File: src/sse_pkg.sv
// Shared types and constants for the selection sort engine.
package sse_pkg;

	localparam int WORD_W    = 32;
	localparam int SSE_DEPTH = 32;

	typedef logic signed [WORD_W-1:0] elem_t;

	typedef struct packed {
		elem_t value;
		logic  last;
	} in_word_t;

	typedef struct packed {
		elem_t sorted_value;
		logic  final_res;
	} out_word_t;

endpackage

File: src/sse_ram.sv
// Generic single-write, single-read RAM with registered read data.
module sse_ram #(
	parameter int Width = 32,
	parameter int Depth = 32,
	localparam int AddrW = (Depth > 1) ? $clog2(Depth) : 1
) (
	input  logic             clk,
	input  logic             wr_en,
	input  logic [AddrW-1:0] wr_addr,
	input  logic [Width-1:0] wr_data,
	input  logic [AddrW-1:0] rd_addr,
	output logic [Width-1:0] rd_data
);

	logic [Width-1:0] mem_q [Depth];

	always_ff @(posedge clk) begin
		if (wr_en) begin
			mem_q[wr_addr] <= wr_data;
		end
		rd_data <= mem_q[rd_addr];
	end

endmodule

File: src/sse_cmp.sv
// Shared signed comparator used by the minimum search.
module sse_cmp (
	input  sse_pkg::elem_t a,
	input  sse_pkg::elem_t b,
	output logic           lt
);

	import sse_pkg::*;

	// Two's complement less-than on the full element width.
	assign lt = (a < b);

endmodule

File: src/selection_sort_engine_core.sv
// Top level of the selection sort engine: load, minimum search, swap and emit.
//
// Channel | Direction | Handshake           | Word
// --------+-----------+---------------------+------------------------------
// src     | into core | src_valid/src_stall | in_word_t  {value, last}
// snk     | out core  | snk_valid/snk_stall | out_word_t {sorted_value, final_res}
//
// Loading takes one cycle per word. A word marked last starts the sort, and the
// block holds src_stall high until the final sorted word has been handed to
// the output register. Each sorted position p is filled by a scan of the
// elements from p to the end of the set, one element read per cycle through
// the single RAM read port and the shared comparator, then by the swap writes
// of ST_SWAP_MIN and ST_SWAP_POS through the single write port.
// Reset clears the sequencer, the element count and the output valid; the
// element RAM is not cleared, since only entries written in the current set
// are read. A stalled output word holds the sequencer in its swap step.
module selection_sort_engine_core #(
	parameter int DEPTH = sse_pkg::SSE_DEPTH
) (
	input  logic               clk,
	input  logic               arst_n,
	input  logic               src_valid,
	output logic               src_stall,
	input  sse_pkg::in_word_t  src_word,
	output logic               snk_valid,
	input  logic               snk_stall,
	output sse_pkg::out_word_t snk_word
);

	import sse_pkg::*;

	localparam int AW = (DEPTH > 1) ? $clog2(DEPTH) : 1;
	localparam int CW = $clog2(DEPTH + 1);

	typedef enum logic [1:0] {
		ST_LOAD,
		ST_SCAN,
		ST_SWAP_MIN,
		ST_SWAP_POS
	} state_t;

	state_t          state_q;
	logic [CW-1:0]   count_q;    // elements held in the current set
	logic [CW-1:0]   rd_ptr_q;   // next RAM address to read during the scan
	logic [AW-1:0]   pos_q;      // position being filled
	logic [AW-1:0]   best_idx_q;
	elem_t           best_val_q;
	elem_t           pos_val_q;  // element found at pos_q, moved out on swap
	logic            d_vld_s1;   // RAM read data valid this cycle
	logic [AW-1:0]   d_idx_s1;   // address of that read data
	logic            out_vld_q;
	out_word_t       out_word_q;

	logic            src_acc;
	logic            snk_acc;
	logic            commit;
	logic            is_last_pos;
	logic            scan_done;
	logic            cmp_lt;
	logic            ram_we;
	logic [AW-1:0]   ram_waddr;
	logic [WORD_W-1:0] ram_wdata;
	logic [WORD_W-1:0] ram_rdata;
	elem_t           rd_val;

	assign src_stall = (state_q != ST_LOAD);
	assign src_acc   = src_valid && !src_stall;
	assign snk_acc   = out_vld_q && !snk_stall;
	assign snk_valid = out_vld_q;
	assign snk_word  = out_word_q;

	// The output register can take a new word when it is empty or draining.
	assign commit      = (state_q == ST_SWAP_POS) && (!out_vld_q || !snk_stall);
	assign is_last_pos = (CW'(pos_q) == count_q - CW'(1));
	assign scan_done   = d_vld_s1 && (CW'(d_idx_s1) == count_q - CW'(1));
	assign rd_val      = $signed(ram_rdata);

	sse_cmp u_cmp (
		.a  (rd_val),
		.b  (best_val_q),
		.lt (cmp_lt)
	);

	// Write port: loading, then the two halves of each swap.
	always_comb begin
		ram_we    = 1'b0;
		ram_waddr = count_q[AW-1:0];
		ram_wdata = src_word.value;
		unique case (state_q)
			ST_LOAD: begin
				ram_we = src_acc && (count_q < CW'(DEPTH));
			end
			ST_SWAP_MIN: begin
				ram_we    = 1'b1;
				ram_waddr = best_idx_q;
				ram_wdata = pos_val_q;
			end
			ST_SWAP_POS: begin
				ram_we    = commit;
				ram_waddr = pos_q;
				ram_wdata = best_val_q;
			end
			ST_SCAN: begin
				ram_we = 1'b0;
			end
			default: begin
				ram_we = 1'b0;
			end
		endcase
	end

	sse_ram #(
		.Width (WORD_W),
		.Depth (DEPTH)
	) u_store (
		.clk     (clk),
		.wr_en   (ram_we),
		.wr_addr (ram_waddr),
		.wr_data (ram_wdata),
		.rd_addr (rd_ptr_q[AW-1:0]),
		.rd_data (ram_rdata)
	);

	always_ff @(posedge clk or negedge arst_n) begin
		if (!arst_n) begin
			state_q    <= ST_LOAD;
			count_q    <= '0;
			rd_ptr_q   <= '0;
			pos_q      <= '0;
			d_vld_s1   <= 1'b0;
			out_vld_q  <= 1'b0;
			best_idx_q <= '0;
			d_idx_s1   <= '0;
		end else begin
			// A new word fills the output register; otherwise a taken word empties it.
			if (commit) begin
				out_vld_q <= 1'b1;
			end else if (snk_acc) begin
				out_vld_q <= 1'b0;
			end
			unique case (state_q)
				ST_LOAD: begin
					if (src_acc) begin
						// A word beyond the store depth is dropped, but last still sorts.
						if (count_q < CW'(DEPTH)) begin
							count_q <= count_q + CW'(1);
						end
						if (src_word.last) begin
							state_q  <= ST_SCAN;
							pos_q    <= '0;
							rd_ptr_q <= '0;
						end
					end
				end
				ST_SCAN: begin
					// Once the last address has been issued the read pointer equals the
					// count, so the valid flag drops as the final element is compared.
					if (rd_ptr_q < count_q) begin
						rd_ptr_q <= rd_ptr_q + CW'(1);
						d_vld_s1 <= 1'b1;
						d_idx_s1 <= rd_ptr_q[AW-1:0];
					end else begin
						d_vld_s1 <= 1'b0;
					end
					if (d_vld_s1) begin
						// The first element read seeds the running minimum; later ones
						// replace it only when strictly smaller, keeping the first index.
						if (d_idx_s1 == pos_q) begin
							best_val_q <= rd_val;
							pos_val_q  <= rd_val;
							best_idx_q <= d_idx_s1;
						end else if (cmp_lt) begin
							best_val_q <= rd_val;
							best_idx_q <= d_idx_s1;
						end
					end
					if (scan_done) begin
						state_q <= ST_SWAP_MIN;
					end
				end
				ST_SWAP_MIN: begin
					state_q <= ST_SWAP_POS;
				end
				ST_SWAP_POS: begin
					if (commit) begin
						out_word_q.sorted_value <= best_val_q;
						out_word_q.final_res    <= is_last_pos;
						if (is_last_pos) begin
							state_q <= ST_LOAD;
							count_q <= '0;
						end else begin
							pos_q    <= pos_q + AW'(1);
							rd_ptr_q <= CW'(pos_q) + CW'(1);
							state_q  <= ST_SCAN;
						end
					end
				end
				default: begin
					state_q <= ST_LOAD;
				end
			endcase
		end
	end

endmodule

File: config.mk
export PLATFORM = sky130hd
export DESIGN_NAME = selection_sort_engine_core
export DESIGN_NICKNAME = d
export VERILOG_FILES = /design/src/sse_pkg.sv /design/src/sse_ram.sv /design/src/sse_cmp.sv /design/src/selection_sort_engine_core.sv
export SDC_FILE = /design/constraint.sdc
export NUM_CORES = 1
export LEC_CHECK = 0
export ABC_CLOCK_PERIOD_IN_PS = 6500
export BUFFER_PORTS_ARGS = -buffer_cell sky130_fd_sc_hd__buf_2
export CORE_MARGIN = 2
export CORE_UTILIZATION = 65
export CTS_CLUSTER_DIAMETER = 50
export DETAILED_ROUTE_END_ITERATION = 8
export GPL_ROUTABILITY_DRIVEN = 0
export PLACE_DENSITY_LB_ADDON = 0.12
export SYNTH_ARGS = -nofsm -noshare
export SYNTH_HDL_FRONTEND = slang
export SYNTH_SLANG_ARGS = --single-unit
File: constraint.sdc
create_clock -name clk -period 6.5 [get_ports clk]
set_clock_uncertainty 0.05 [all_clocks]
set_input_delay 1.3 -clock clk [delete_from_list [all_inputs] [get_ports clk]]
set_output_delay 1.3 -clock clk [all_outputs]
set_load 0.03 [all_outputs]
==> results.json <==
{
  "outcome": "finished clean",
  "rsz0062_at_grt": "no",
  "hold_viol": 0,
  "ctsHoldBuffers": 0,
  "rows": 97,
  "hp-class": "flop to flop",
  "finalSetupTns_ns": 0,
  "yosys.area_share.simple_pct": 1.99,
  "portBuffers": 71,
  "grt_overflow": 0,
  "die_h_um": 270,
  "r2r-start": "state_q[0]",
  "vias_per_cell": 6.81,
  "start_util_pct": 65.7,
  "ant_nets": 0,
  "crit_chain": "inv_1 -> ha_2 -> buf_4 -> nor2_4 -> a221oi_1 -> nand4_1 -> nor2_4",
  "finalSetupViolCount": 0,
  "synth_compound_area_share_pct": 1.78,
  "cpMostUsedCell": "nor2_4",
  "post-dp-hpwl_mm": 65.1,
  "initialDrtViolationCount": 2956,
  "worstReg2RegEnd": "u_store.mem_q[0][2]",
  "synth_warnings": 0,
  "cts_tree": "yes",
  "rr_worst_depth": 7,
  "crit_type": "flop to flop",
  "clk_pin_slew_ns": 0.06,
  "insertion_delay_ns": 0.69,
  "num-nets-final": 2319,
  "synth-seq-cells": 1184,
  "worst_setup_path_start_kind": "flop",
  "cp-end-kind": "flop",
  "ir_worst_vdd_v": 0.000267,
  "syn_nets": 2190,
  "final_util_pct": 73.8,
  "cts_buffers": 117,
  "vias": 22400,
  "synth.area.mux_share_pct": 16.9,
  "synth_area_um2": 46000,
  "wl_per_cell_um": 32.6,
  "worstPathMaxFanout": 32,
  "grt_pass1_wl_mm": 156,
  "cts_setup_buffers": 0,
  "synthCells": 2108,
  "synthXorXnorAreaFrac_pct": 0.419,
  "syn2layout_area_growth_pct": 12.4,
  "antenna_found_initial": 8,
  "setup_slack_ns": 2.04,
  "fmax_ghz": 0.224,
  "synthArstFlopShare_pct": 2.62,
  "min_path_cells": 0,
  "ys.flop_type": "edfxtp_1",
  "max_stage_delay_ns": 1.13,
  "dpl_worst_slack_ns": 1.73,
  "ys_types": 53,
  "synth_top_family_by_area": "multiplexers",
  "period_minus_slack_ns": 4.46,
  "synth-adder-area-share_pct": 1.22,
  "cp.required_ns": 6.75,
  "io_pins": 72,
  "grt_max_degree": 102,
  "cp.arrival_ns": 4.71,
  "syn_area_per_cell_um2": 21.8,
  "worst_slew_pin_slew_ns": 1.32,
  "reg2reg_slack_ns": 2.04,
  "grt.total_usage_pct": 30.2,
  "cp_slowest_cell": "nor2_4",
  "die_w_um": 270,
  "drive_gt1_share_pct": 30.3,
  "synth_edf_count": 1121,
  "p_leak_uw": 0.0171,
  "clock_path_buffers": 3,
  "finalMaxSlewViolations": 0,
  "period_share_pct": 68.7,
  "slew-limit-headroom_pct": 12.0,
  "htreeDepth": 3,
  "cap_viol_max_count": 0,
  "post_cts_resized": 0,
  "cts_root_buffer": "clkbuf_16",
  "grt_pass1_vias": 22200,
  "coreArea_um2": 70000,
  "cts.sinks": 1184,
  "drc_errors": 0,
  "dr.pass1.iters": 5,
  "power.total_uw": 15400,
  "hp-start": "u_store.rd_data[15]",
  "min_to": "pos_val_q[15]",
  "power_density_nw_per_um2": 299,
  "die_area_um2": 72900,
  "synth-seq-area-share_pct": 76.3,
  "routed_wl_mm": 107
}
[placed cells by master (no fill, tap or decap), types with 6 or more instances in the layout]
cell type and n:
xnor2_1 11, nor3_1 8, inv_1 47, xor2_1 11, a22oi_1 35, nand4_1 10, a21oi_1 23, nor2_1 18
dfxtp_1 32, buf_4 41, mux2_2 45, clkinvlp_4 8, a21o_1 6, buf_2 71, nand2_1 103, mux4_2 320
nand3_1 21, clkbuf_16 118, o21ai_0 19, bufinv_16 18, clkbuf_1 20, nor2_4 34, clkinv_2 20, clkinv_1 22
inv_6 8, dfrtp_1 27, ha_1 43, edfxtp_1 1121
[cell usage after synthesis (19+ instances only)]
master,n,area share (%)
nor2_1,52,0.42
clkbuf_1,57,0.47
mux2_2,45,1.1
edfxtp_1,1121,73
dfrtp_1,31,1.7
buf_2,31,0.34
a22oi_1,35,0.57
o21ai_0,19,0.21
inv_1,47,0.38
a21oi_1,24,0.26
dfxtp_1,32,1.4
ha_1,45,1.2
nand2_1,103,0.84
nand3_1,21,0.23
mux4_2,320,16
[sequential cells by signal, indices dropped and copies added, names as in the netlist]
name	count
best_idx_q	5
best_val_q	32
count_q	6
d_idx_s1	5
d_vld_s1	1
pos_q	5
pos_val_q	32
rd_ptr_q	6
snk_valid	1
snk_word	33
state_q	2
u_store.mem_q	1024
u_store.rd_data	32
[power by group]
part / total [uW] / switching (uW) / internal (uW)
clock network: 6940 / 2880 / 4060
registers: 8330 / 0.0000000000000165 / 8330
logic: 160 / 137 / 23.1
total: 15400 / 3020 / 12400
[worst max path at each step]
stage / cells after the start / endpoint / slack [ns] / from
3_3_place_gp: 7 / u_store.mem_q[16][24] / 1.87 / snk_stall
3_5_place_dp: 6 / u_store.mem_q[18][24] / 1.73 / snk_stall
4_1_cts: 7 / u_store.mem_q[1][20] / 2.08 / state_q[0]
2_1_floorplan: 6 / u_store.mem_q[0][0] / 2.58 / snk_stall
6_report: 7 / u_store.mem_q[0][2] / 2.04 / state_q[0]
5_1_grt: 7 / u_store.mem_q[0][7] / 1.79 / state_q[0]
[stage by stage]
stage          cells  instance area (um2)  hold WS (ns)
2_1_floorplan   2108                46000         0.367
3_3_place_gp    3058                47700         0.388
3_5_place_dp    3058                47700         0.394
4_1_cts         3281                51700         0.405
5_1_grt         3281                51700         0.424
6_report        3282                51700         0.407
[layer usage]
layer	GRT usage [%]	part of all wire (%)	vias up	wire [um]
li1	-	-	9044	-
met2	47.8	49	1230	52800
met5	0	0.036	-	39
met3	4.96	8.7	158	9310
met1	45.2	40	11900	42500
met4	7.38	2.3	6	2450
[cell families after synthesis]
family          after synthesis
compound gates              121
xor+xnor                     22
fa+ha+maj                    45
buf+inv                     153
flops                      1184
mux                         370
simple gates                213
[area by class of cell]
class                      instances  area [um2]
clock inverter                    85         952
clock buffer                     138        3030
inverter                          48         183
tap                              940        1180
fill                            3867       18300
antenna                            1        2.50
timing repair buffer             115         723
sequential                      1184       35100
multi-input combinational        771       10500
[worst max-delay path: cells and delay by family (launching register included)]
| kind | cells | cell delay, ns |
|---|---|---|
| compound gates | 1 | 0.72 |
| fa+ha+maj | 1 | 0.44 |
| buf+inv | 2 | 0.54 |
| flops | 1 | 0.43 |
| simple gates | 3 | 1.87 |
(Power assumes the default switching activity.)
